File: config.mk
export PLATFORM = sky130hd
export DESIGN_NAME = midpoint_circle_rasterizer_flat
export DESIGN_NICKNAME = d
export VERILOG_FILES = /design/src/design/mcr_pkg.sv /design/src/design/mcr_cmd_if.sv /design/src/design/mcr_pixel_if.sv /design/src/design/midpoint_circle_rasterizer.sv /design/src/flat_wrapper.sv
export SDC_FILE = /design/constraint.sdc
export NUM_CORES = 1
export LEC_CHECK = 0
export ABC_CLOCK_PERIOD_IN_PS = 4500
export BUFFER_PORTS_ARGS = -buffer_cell sky130_fd_sc_hd__buf_2
export CORE_MARGIN = 4
export CORE_UTILIZATION = 35
export CTS_CLUSTER_DIAMETER = 30
export DETAILED_ROUTE_END_ITERATION = 12
export GPL_TIMING_DRIVEN = 0
export PLACE_DENSITY = 0.62
export SETUP_SLACK_MARGIN = 0.2
export SYNTH_ARGS = -nofsm -noshare
export SYNTH_HDL_FRONTEND = slang
export SYNTH_SLANG_ARGS = --single-unit
File: constraint.sdc
create_clock -name clk -period 4.5 [get_ports clk]
set_clock_uncertainty 0.2 [all_clocks]
set_input_delay 0.9 -clock clk [delete_from_list [all_inputs] [get_ports clk]]
set_output_delay 0.9 -clock clk [all_outputs]
set_load 0.03 [all_outputs]
File: src/design/mcr_pkg.sv
// shared constants and octant tables for the midpoint circle rasterizer
package mcr_pkg;

    localparam logic MODE_START   = 1'b0;
    localparam logic MODE_ADVANCE = 1'b1;

    localparam int OCT_BITS = 3;
    localparam logic [OCT_BITS-1:0] OCT_FIRST = 3'd0;
    localparam logic [OCT_BITS-1:0] OCT_LAST  = 3'd7;

    // per octant: swap x and y, negate column offset, negate row offset
    localparam logic [7:0] OCT_SWAP  = 8'b1010_1010;
    localparam logic [7:0] OCT_NEG_X = 8'b1100_1100;
    localparam logic [7:0] OCT_NEG_Y = 8'b1111_0000;

    localparam int DEC_INIT   = 3;
    localparam int DEC_STEP_E = 6;
    localparam int DEC_STEP_D = 10;

endpackage

File: src/design/mcr_cmd_if.sv
// command channel carrying start and advance items
interface mcr_cmd_if #(
    parameter int COORD_BITS = 12
);
    logic                  valid;
    logic                  ready;
    logic                  mode;
    logic [COORD_BITS-1:0] center_x;
    logic [COORD_BITS-1:0] center_y;
    logic [COORD_BITS-1:0] radius;

    modport source (output valid, mode, center_x, center_y, radius, input ready);
    modport sink   (input valid, mode, center_x, center_y, radius, output ready);
endinterface

File: src/design/mcr_pixel_if.sv
// pixel channel carrying one plotted point per item
interface mcr_pixel_if #(
    parameter int COORD_BITS = 12
);
    logic                         valid;
    logic                         ready;
    logic signed [COORD_BITS+1:0] point_x;
    logic signed [COORD_BITS+1:0] point_y;
    logic [2:0]                   octant;
    logic                         point_valid;
    logic                         last;
    logic                         circle_done;

    modport source (output valid, point_x, point_y, octant, point_valid, last, circle_done,
                    input ready);
    modport sink   (input valid, point_x, point_y, octant, point_valid, last, circle_done,
                    output ready);
endinterface

File: src/design/midpoint_circle_rasterizer.sv
// Midpoint circle rasterizer top level. A start item (mode 0) loads center and radius and a
// advance item (mode 1) moves one step; each emits the eight symmetric points of the current
// (x, y) on the pixel channel, one item per cycle unless pixel.ready stalls it, octant 7
// flagged last and, on the final step, circle_done. An advance with no circle active emits
// one item with point_valid low. The decision update happens when the command is accepted;
// items leave through the single pixel output port, and the next command is taken in the
// cycle the previous one's last point moves into the output register.
module midpoint_circle_rasterizer
    import mcr_pkg::*;
#(
    parameter int COORD_BITS = 12
) (
    input  logic       clk,
    input  logic       rst_n,
    mcr_cmd_if.sink    cmd,
    mcr_pixel_if.source pixel
);

    localparam int SW = COORD_BITS + 1;
    localparam int PW = COORD_BITS + 2;
    localparam int DW = COORD_BITS + 5;
    localparam logic signed [DW-1:0] DecInit  = DW'(DEC_INIT);
    localparam logic signed [DW-1:0] DecStepE = DW'(DEC_STEP_E);
    localparam logic signed [DW-1:0] DecStepD = DW'(DEC_STEP_D);

    // circle state
    logic [COORD_BITS-1:0] cx_reg, cx_next;
    logic [COORD_BITS-1:0] cy_reg, cy_next;
    logic signed [SW-1:0]  sx_reg, sx_next;
    logic signed [SW-1:0]  sy_reg, sy_next;
    logic signed [DW-1:0]  dec_reg, dec_next;
    logic                  running_reg, running_next;

    // step being emitted
    logic                  job_busy_reg, job_busy_next;
    logic                  job_idle_reg, job_idle_next;
    logic                  job_done_reg, job_done_next;
    logic [COORD_BITS-1:0] job_cx_reg, job_cx_next;
    logic [COORD_BITS-1:0] job_cy_reg, job_cy_next;
    logic signed [SW-1:0]  job_px_reg, job_px_next;
    logic signed [SW-1:0]  job_py_reg, job_py_next;
    logic [OCT_BITS-1:0]   oct_reg, oct_next;

    // output register
    logic                  out_valid_reg, out_valid_next;
    logic signed [PW-1:0]  out_x_reg, out_x_next;
    logic signed [PW-1:0]  out_y_reg, out_y_next;
    logic [OCT_BITS-1:0]   out_oct_reg, out_oct_next;
    logic                  out_pv_reg, out_pv_next;
    logic                  out_last_reg, out_last_next;
    logic                  out_done_reg, out_done_next;

    logic                  is_start;
    logic                  idle_adv;
    logic                  accept;
    logic                  out_load;
    logic                  emit;
    logic                  emit_last;
    logic [COORD_BITS-1:0] cur_cx, cur_cy;
    logic signed [SW-1:0]  cur_x, cur_y;
    logic signed [DW-1:0]  cur_d;
    logic signed [DW-1:0]  x_ext, xy_ext;
    logic signed [SW-1:0]  new_x, new_y;
    logic signed [DW-1:0]  new_d;
    logic                  new_done;
    logic signed [SW-1:0]  off_a, off_b;
    logic signed [PW-1:0]  base_x, base_y, ext_a, ext_b;

    always_comb
    begin
        is_start = (cmd.mode == MODE_START);
        idle_adv = !is_start && !running_reg;
        out_load = !out_valid_reg || pixel.ready;
        emit      = job_busy_reg && out_load;
        emit_last = job_idle_reg || (oct_reg == OCT_LAST);
        cmd.ready = !job_busy_reg || (emit && emit_last);
        accept    = cmd.valid && cmd.ready;

        // step state, from the command on a start
        if (is_start)
        begin
            cur_cx = cmd.center_x;
            cur_cy = cmd.center_y;
            cur_x  = '0;
            cur_y  = $signed({1'b0, cmd.radius});
            cur_d  = DecInit - $signed({4'b0000, cmd.radius, 1'b0});
        end
        else
        begin
            cur_cx = cx_reg;
            cur_cy = cy_reg;
            cur_x  = sx_reg;
            cur_y  = sy_reg;
            cur_d  = dec_reg;
        end

        x_ext  = {{(DW-SW){cur_x[SW-1]}}, cur_x};
        xy_ext = x_ext - {{(DW-SW){cur_y[SW-1]}}, cur_y};
        if (cur_d < 0)
        begin
            new_d = cur_d + (x_ext <<< 2) + DecStepE;
            new_y = cur_y;
        end
        else
        begin
            new_d = cur_d + (xy_ext <<< 2) + DecStepD;
            new_y = cur_y - SW'(1);
        end
        new_x    = cur_x + SW'(1);
        new_done = new_y < new_x;

        cx_next      = cx_reg;
        cy_next      = cy_reg;
        sx_next      = sx_reg;
        sy_next      = sy_reg;
        dec_next     = dec_reg;
        running_next = running_reg;
        job_busy_next = job_busy_reg;
        job_idle_next = job_idle_reg;
        job_done_next = job_done_reg;
        job_cx_next   = job_cx_reg;
        job_cy_next   = job_cy_reg;
        job_px_next   = job_px_reg;
        job_py_next   = job_py_reg;
        oct_next      = oct_reg;

        if (emit)
        begin
            oct_next = oct_reg + OCT_BITS'(1);
            if (emit_last)
            begin
                job_busy_next = 1'b0;
            end
        end

        if (accept)
        begin
            job_busy_next = 1'b1;
            job_idle_next = idle_adv;
            job_done_next = new_done;
            job_cx_next   = cur_cx;
            job_cy_next   = cur_cy;
            job_px_next   = cur_x;
            job_py_next   = cur_y;
            oct_next      = OCT_FIRST;
            if (!idle_adv)
            begin
                cx_next      = cur_cx;
                cy_next      = cur_cy;
                sx_next      = new_x;
                sy_next      = new_y;
                dec_next     = new_d;
                running_next = !new_done;
            end
        end

        // symmetric point for the current octant
        off_a  = OCT_SWAP[oct_reg] ? job_py_reg : job_px_reg;
        off_b  = OCT_SWAP[oct_reg] ? job_px_reg : job_py_reg;
        ext_a  = {off_a[SW-1], off_a};
        ext_b  = {off_b[SW-1], off_b};
        base_x = $signed({2'b00, job_cx_reg});
        base_y = $signed({2'b00, job_cy_reg});

        out_valid_next = out_valid_reg;
        out_x_next     = out_x_reg;
        out_y_next     = out_y_reg;
        out_oct_next   = out_oct_reg;
        out_pv_next    = out_pv_reg;
        out_last_next  = out_last_reg;
        out_done_next  = out_done_reg;
        if (emit)
        begin
            out_valid_next = 1'b1;
            if (job_idle_reg)
            begin
                out_x_next    = '0;
                out_y_next    = '0;
                out_oct_next  = OCT_FIRST;
                out_pv_next   = 1'b0;
                out_last_next = 1'b1;
                out_done_next = 1'b1;
            end
            else
            begin
                out_x_next    = OCT_NEG_X[oct_reg] ? base_x - ext_a : base_x + ext_a;
                out_y_next    = OCT_NEG_Y[oct_reg] ? base_y - ext_b : base_y + ext_b;
                out_oct_next  = oct_reg;
                out_pv_next   = 1'b1;
                out_last_next = emit_last;
                out_done_next = emit_last && job_done_reg;
            end
        end
        else if (pixel.ready)
        begin
            out_valid_next = 1'b0;
        end
    end

    always_ff @(posedge clk or negedge rst_n)
    begin
        if (!rst_n)
        begin
            cx_reg        <= '0;
            cy_reg        <= '0;
            sx_reg        <= '0;
            sy_reg        <= '0;
            dec_reg       <= '0;
            running_reg   <= 1'b0;
            job_busy_reg  <= 1'b0;
            oct_reg       <= OCT_FIRST;
            out_valid_reg <= 1'b0;
        end
        else
        begin
            cx_reg        <= cx_next;
            cy_reg        <= cy_next;
            sx_reg        <= sx_next;
            sy_reg        <= sy_next;
            dec_reg       <= dec_next;
            running_reg   <= running_next;
            job_busy_reg  <= job_busy_next;
            oct_reg       <= oct_next;
            out_valid_reg <= out_valid_next;
        end
    end

    always_ff @(posedge clk)
    begin
        job_idle_reg <= job_idle_next;
        job_done_reg <= job_done_next;
        job_cx_reg   <= job_cx_next;
        job_cy_reg   <= job_cy_next;
        job_px_reg   <= job_px_next;
        job_py_reg   <= job_py_next;
        out_x_reg    <= out_x_next;
        out_y_reg    <= out_y_next;
        out_oct_reg  <= out_oct_next;
        out_pv_reg   <= out_pv_next;
        out_last_reg <= out_last_next;
        out_done_reg <= out_done_next;
    end

    assign pixel.valid       = out_valid_reg;
    assign pixel.point_x     = out_x_reg;
    assign pixel.point_y     = out_y_reg;
    assign pixel.octant      = out_oct_reg;
    assign pixel.point_valid = out_pv_reg;
    assign pixel.last        = out_last_reg;
    assign pixel.circle_done = out_done_reg;

endmodule

File: src/flat_wrapper.sv
// flat-port wrapper written by rule: the top's interface ports become plain ports
module midpoint_circle_rasterizer_flat import mcr_pkg::*;
#(
    parameter int COORD_BITS = 12
)
  (clk, rst_n, cmd_valid, cmd_mode, cmd_center_x, cmd_center_y, cmd_radius, cmd_ready, pixel_valid, pixel_point_x, pixel_point_y, pixel_octant, pixel_point_valid, pixel_last, pixel_circle_done, pixel_ready);
  mcr_cmd_if #(.COORD_BITS(COORD_BITS)) cmd_i ();
  mcr_pixel_if #(.COORD_BITS(COORD_BITS)) pixel_i ();
  input  logic clk;
  input  logic rst_n;
  input wire logic [$bits(cmd_i.valid)-1:0] cmd_valid;
  input wire logic [$bits(cmd_i.mode)-1:0] cmd_mode;
  input wire logic [$bits(cmd_i.center_x)-1:0] cmd_center_x;
  input wire logic [$bits(cmd_i.center_y)-1:0] cmd_center_y;
  input wire logic [$bits(cmd_i.radius)-1:0] cmd_radius;
  output wire logic [$bits(cmd_i.ready)-1:0] cmd_ready;
  output wire logic [$bits(pixel_i.valid)-1:0] pixel_valid;
  output wire logic [$bits(pixel_i.point_x)-1:0] pixel_point_x;
  output wire logic [$bits(pixel_i.point_y)-1:0] pixel_point_y;
  output wire logic [$bits(pixel_i.octant)-1:0] pixel_octant;
  output wire logic [$bits(pixel_i.point_valid)-1:0] pixel_point_valid;
  output wire logic [$bits(pixel_i.last)-1:0] pixel_last;
  output wire logic [$bits(pixel_i.circle_done)-1:0] pixel_circle_done;
  input wire logic [$bits(pixel_i.ready)-1:0] pixel_ready;
  assign cmd_i.valid = cmd_valid;
  assign cmd_i.mode = cmd_mode;
  assign cmd_i.center_x = cmd_center_x;
  assign cmd_i.center_y = cmd_center_y;
  assign cmd_i.radius = cmd_radius;
  assign cmd_ready = cmd_i.ready;
  assign pixel_valid = pixel_i.valid;
  assign pixel_point_x = pixel_i.point_x;
  assign pixel_point_y = pixel_i.point_y;
  assign pixel_octant = pixel_i.octant;
  assign pixel_point_valid = pixel_i.point_valid;
  assign pixel_last = pixel_i.last;
  assign pixel_circle_done = pixel_i.circle_done;
  assign pixel_i.ready = pixel_ready;
  midpoint_circle_rasterizer #(.COORD_BITS(COORD_BITS)) u_core (.clk(clk), .rst_n(rst_n), .cmd(cmd_i), .pixel(pixel_i));
endmodule
==> flow_summary.toml <==
[clock_network]
cts_tree = "yes"
h-tree-depth = 4
cts_root_buf = "clkbuf_16"
cts_max_path_buffers = 2
cts.clk_slew.worst_paths_ns = 0.07
cts.sink_count = 158
postCtsHoldBufs = 0
clock_latency_ns = 0.43
cts_buffers = 17

[route]
vias_per_cell = 5.09
drc = 0
via_count = 8879
ant_nets = 0
drtIter0Drc = 571
drt_wl_total_um = 29600
first_pass_iters = 5
wl_per_cell_um = 17.0

[hold_path]
hold_path_class = "primary input to async pin"

[placement]
io_buffers = 75
pre_cts_ws_ns = -1.53
gp_congestion = 0.921
placed_cell_area_mm2 = 0.0125
dp_cells = 1665
dp_hpwl_um = 22700

[cells_and_area]
final_util_pct = 44.1
synthToLayoutAreaGrowth_pct = 23.1
final_cells = 1744
largest_register_ffs = 16
fin_nets = 1451
diodes = 0
drive_gt1_share_pct = 25.7
final_area_mm2 = 0.0141

[power_and_ir_drop]
power.internal_mw = 5.55
fin_total_pwr_mw = 9.66
leakage_nw = 6.06
netSwitchingFraction_pct = 42.5
power.density_mw_per_mm2 = 687
p_comb_share_pct = 62.0
pwr-share-clk_pct = 13.9
irDropWorstVdd_v = 0.000317
power_frac_seq_pct = 24.1
p_switching_mw = 4.11

[critical_path]
worstSetupEndpointType = "flip-flop"
start_kind = "primary input"
cp.required_ns = 4.60
crit_fanout = 4
worstSetupPathType = "primary input to flip-flop"
worstPathArrival_ns = 5.30

[floorplanning]
initial_core_util_pct = 35.8
dieArea_mm2 = 0.0356
coreArea_mm2 = 0.0319
die_y_um = 189
rows = 65
die_x_um = 189
io_pins = 77

[flow_run]
cap_violations = 0

[global_routing]
grt_pass1_vias = 8806
grt_pass1_wl_um = 46500
overflow = 0
antenna_found_initial = 0
grt_max_degree = 59
grt_usage_pct = 16.3

[run_status]
failed_checks = "setup timing"
outcome = "complete, but fails checks"

[logic_synthesis]
synth-xor-area-share_pct = 8.74
netlist_area_mm2 = 0.0114
synth-seq-cells = 158
synth_cell_types = 67
synth_top_family_by_area = "simple AND/OR/NAND/NOR gates"
synth_commonest_cells = "ha_1 (109), nand2_1 (101), nor2_1 (97), edfxtp_1 (86), dfrtp_1 (72)"
synthAdderAreaFrac_pct = 13.0
synth_top_area_cell = "edfxtp_1"
syn_nets = 1309
yosys.area_share.simple_pct = 14.0
avgSynthCellArea_um2 = 9.90
synth_compound_area_share_pct = 12.3
yosys_warnings = 0
synthTopCellsByArea = "edfxtp_1 (23%), dfrtp_1 (16%), ha_1 (12%)"
synth.area.mux_share_pct = 10.1
synthArstFlopShare_pct = 45.6
synthCells = 1154
synth_ff_type = "edfxtp_1"
synth_top_area_share_pct = 22.6
yosysSeqAreaShare_pct = 38.4
synth_most_common_cell = "ha_1"
synth_edf_count = 86

[timing]
max-slew-margin-rel_pct = 47.0
maxSlewViolCount = 0
setup_violations = 10
final_hold_viol_count = 0
fin_crit_ns = 5.20
worstMarginPinSlew_ns = 0.795
rsz0062_at_grt = "true"
finalCritPeriodShare_pct = 116
fin_setup_tns_ns = -5.01
worst_slack_ns = -0.704
fin_hold_ws_ns = 0.201
fmax_mhz = 192
==> layout make-up <==
class | instances | area [um^2]
Tap cell | 435 | 544
Fill cell | 3040 | 17800
Multi-Input combinational cell | 899 | 7210
Timing Repair Buffer | 123 | 847
Inverter | 59 | 224
Clock buffer | 18 | 429
Clock inverter | 14 | 111
Sequential cell | 158 | 4380
Buffer | 38 | 312
==> layout by cell type (no fill, tap or decap), types with 20 or more instances in the layout <==
cell type   n
a21o_1     20
mux2i_1    36
edfxtp_1   86
xor2_1     43
nand2_1    96
buf_4      35
dfrtp_1    72
o21ai_1    20
inv_1      54
mux2_2     68
a21oi_1    58
nor2_1     92
ha_1       95
buf_2      82
xnor2_1    62
o21ai_0    53
==> critical path: stages <==
cell and delay [ns]:
buf_12 0.11, buf_12 0.12, buf_12 0.12, buf_12 0.12, buf_12 0.13, buf_12 0.12
clkbuf_16 0.13, and2_4 0.14, fa_2 0.34, maj3_2 0.30, maj3_2 0.32, a211o_1 0.32
a21oi_2 0.17, buf_4 0.14, o21ai_2 0.06, xor2_2 0.17, ha_1 0.32, ha_4 0.26
a21o_1 0.18, a21oi_2 0.18, o31ai_4 0.09, buf_4 0.14, xor2_2 0.14, a211oi_2 0.21
a21oi_1 0.06
==> final timing paths <==
| kind | startpoint | end | slack (ns) | depth (start not counted) |
|---|---|---|---|---|
| max | cmd_mode | u_core.dec_reg[14]$_DFFE_PN0P_ | -0.70 | 25 |
| min in group clk | u_core.sx_reg[7]$_DFFE_PN0P_ | u_core.sx_reg[7]$_DFFE_PN0P_ | 0.28 | 2 |
| min reg2reg | u_core.sx_reg[7]$_DFFE_PN0P_ | u_core.sx_reg[7]$_DFFE_PN0P_ | 0.28 | 2 |
| max reg2reg | u_core.sy_reg[0]$_DFFE_PN0P_ | u_core.dec_reg[14]$_DFFE_PN0P_ | -0.06 | 21 |
| min | rst_n | u_core.cy_reg[1]$_DFFE_PN0P_ | 0.20 | 1 |
| max in group asynchronous | rst_n | u_core.dec_reg[4]$_DFFE_PN0P_ | 3.29 | 2 |
==> power groups by stage <==
| stage | logic [mW] | clock network [mW] | registers, mW |
|---|---|---|---|
| finish | 5.99 | 1.34 | 2.33 |
| global route | 6.59 | 1.44 | 2.38 |
| CTS | 5.58 | 1.37 | 2.32 |
| detailed placement | 5.05 | 0 | 2.35 |
| global placement | 4.96 | 0 | 2.33 |
| floorplan | 3.74 | 0 | 2.56 |
==> logic make-up (layout without fill, tap and decap cells) <==
family	after synthesis	after routing
buf+inv	97	252
flops	158	158
xor+xnor	114	114
mux	107	107
compound gates	230	230
fa+ha+maj	116	116
simple gates	332	332
==> metal layers <==
metal,share of wire [%],vias to the layer above,global-route usage [%]
li1,-,4413,-
met1,46,4178,22.2
met2,47,248,27.2
met3,4.4,40,2.11
met4,2.7,0,5.44
met5,0,-,0
==> repair_timing <==
item / in CTS / in global routing
endpoints found under the setup margin: 23 / 20
pin swaps: 53 / 50
buffers inserted: 34 / 12
gates resized for setup: 86 / 43
Note: power is estimated with default switching activity, not from simulation.
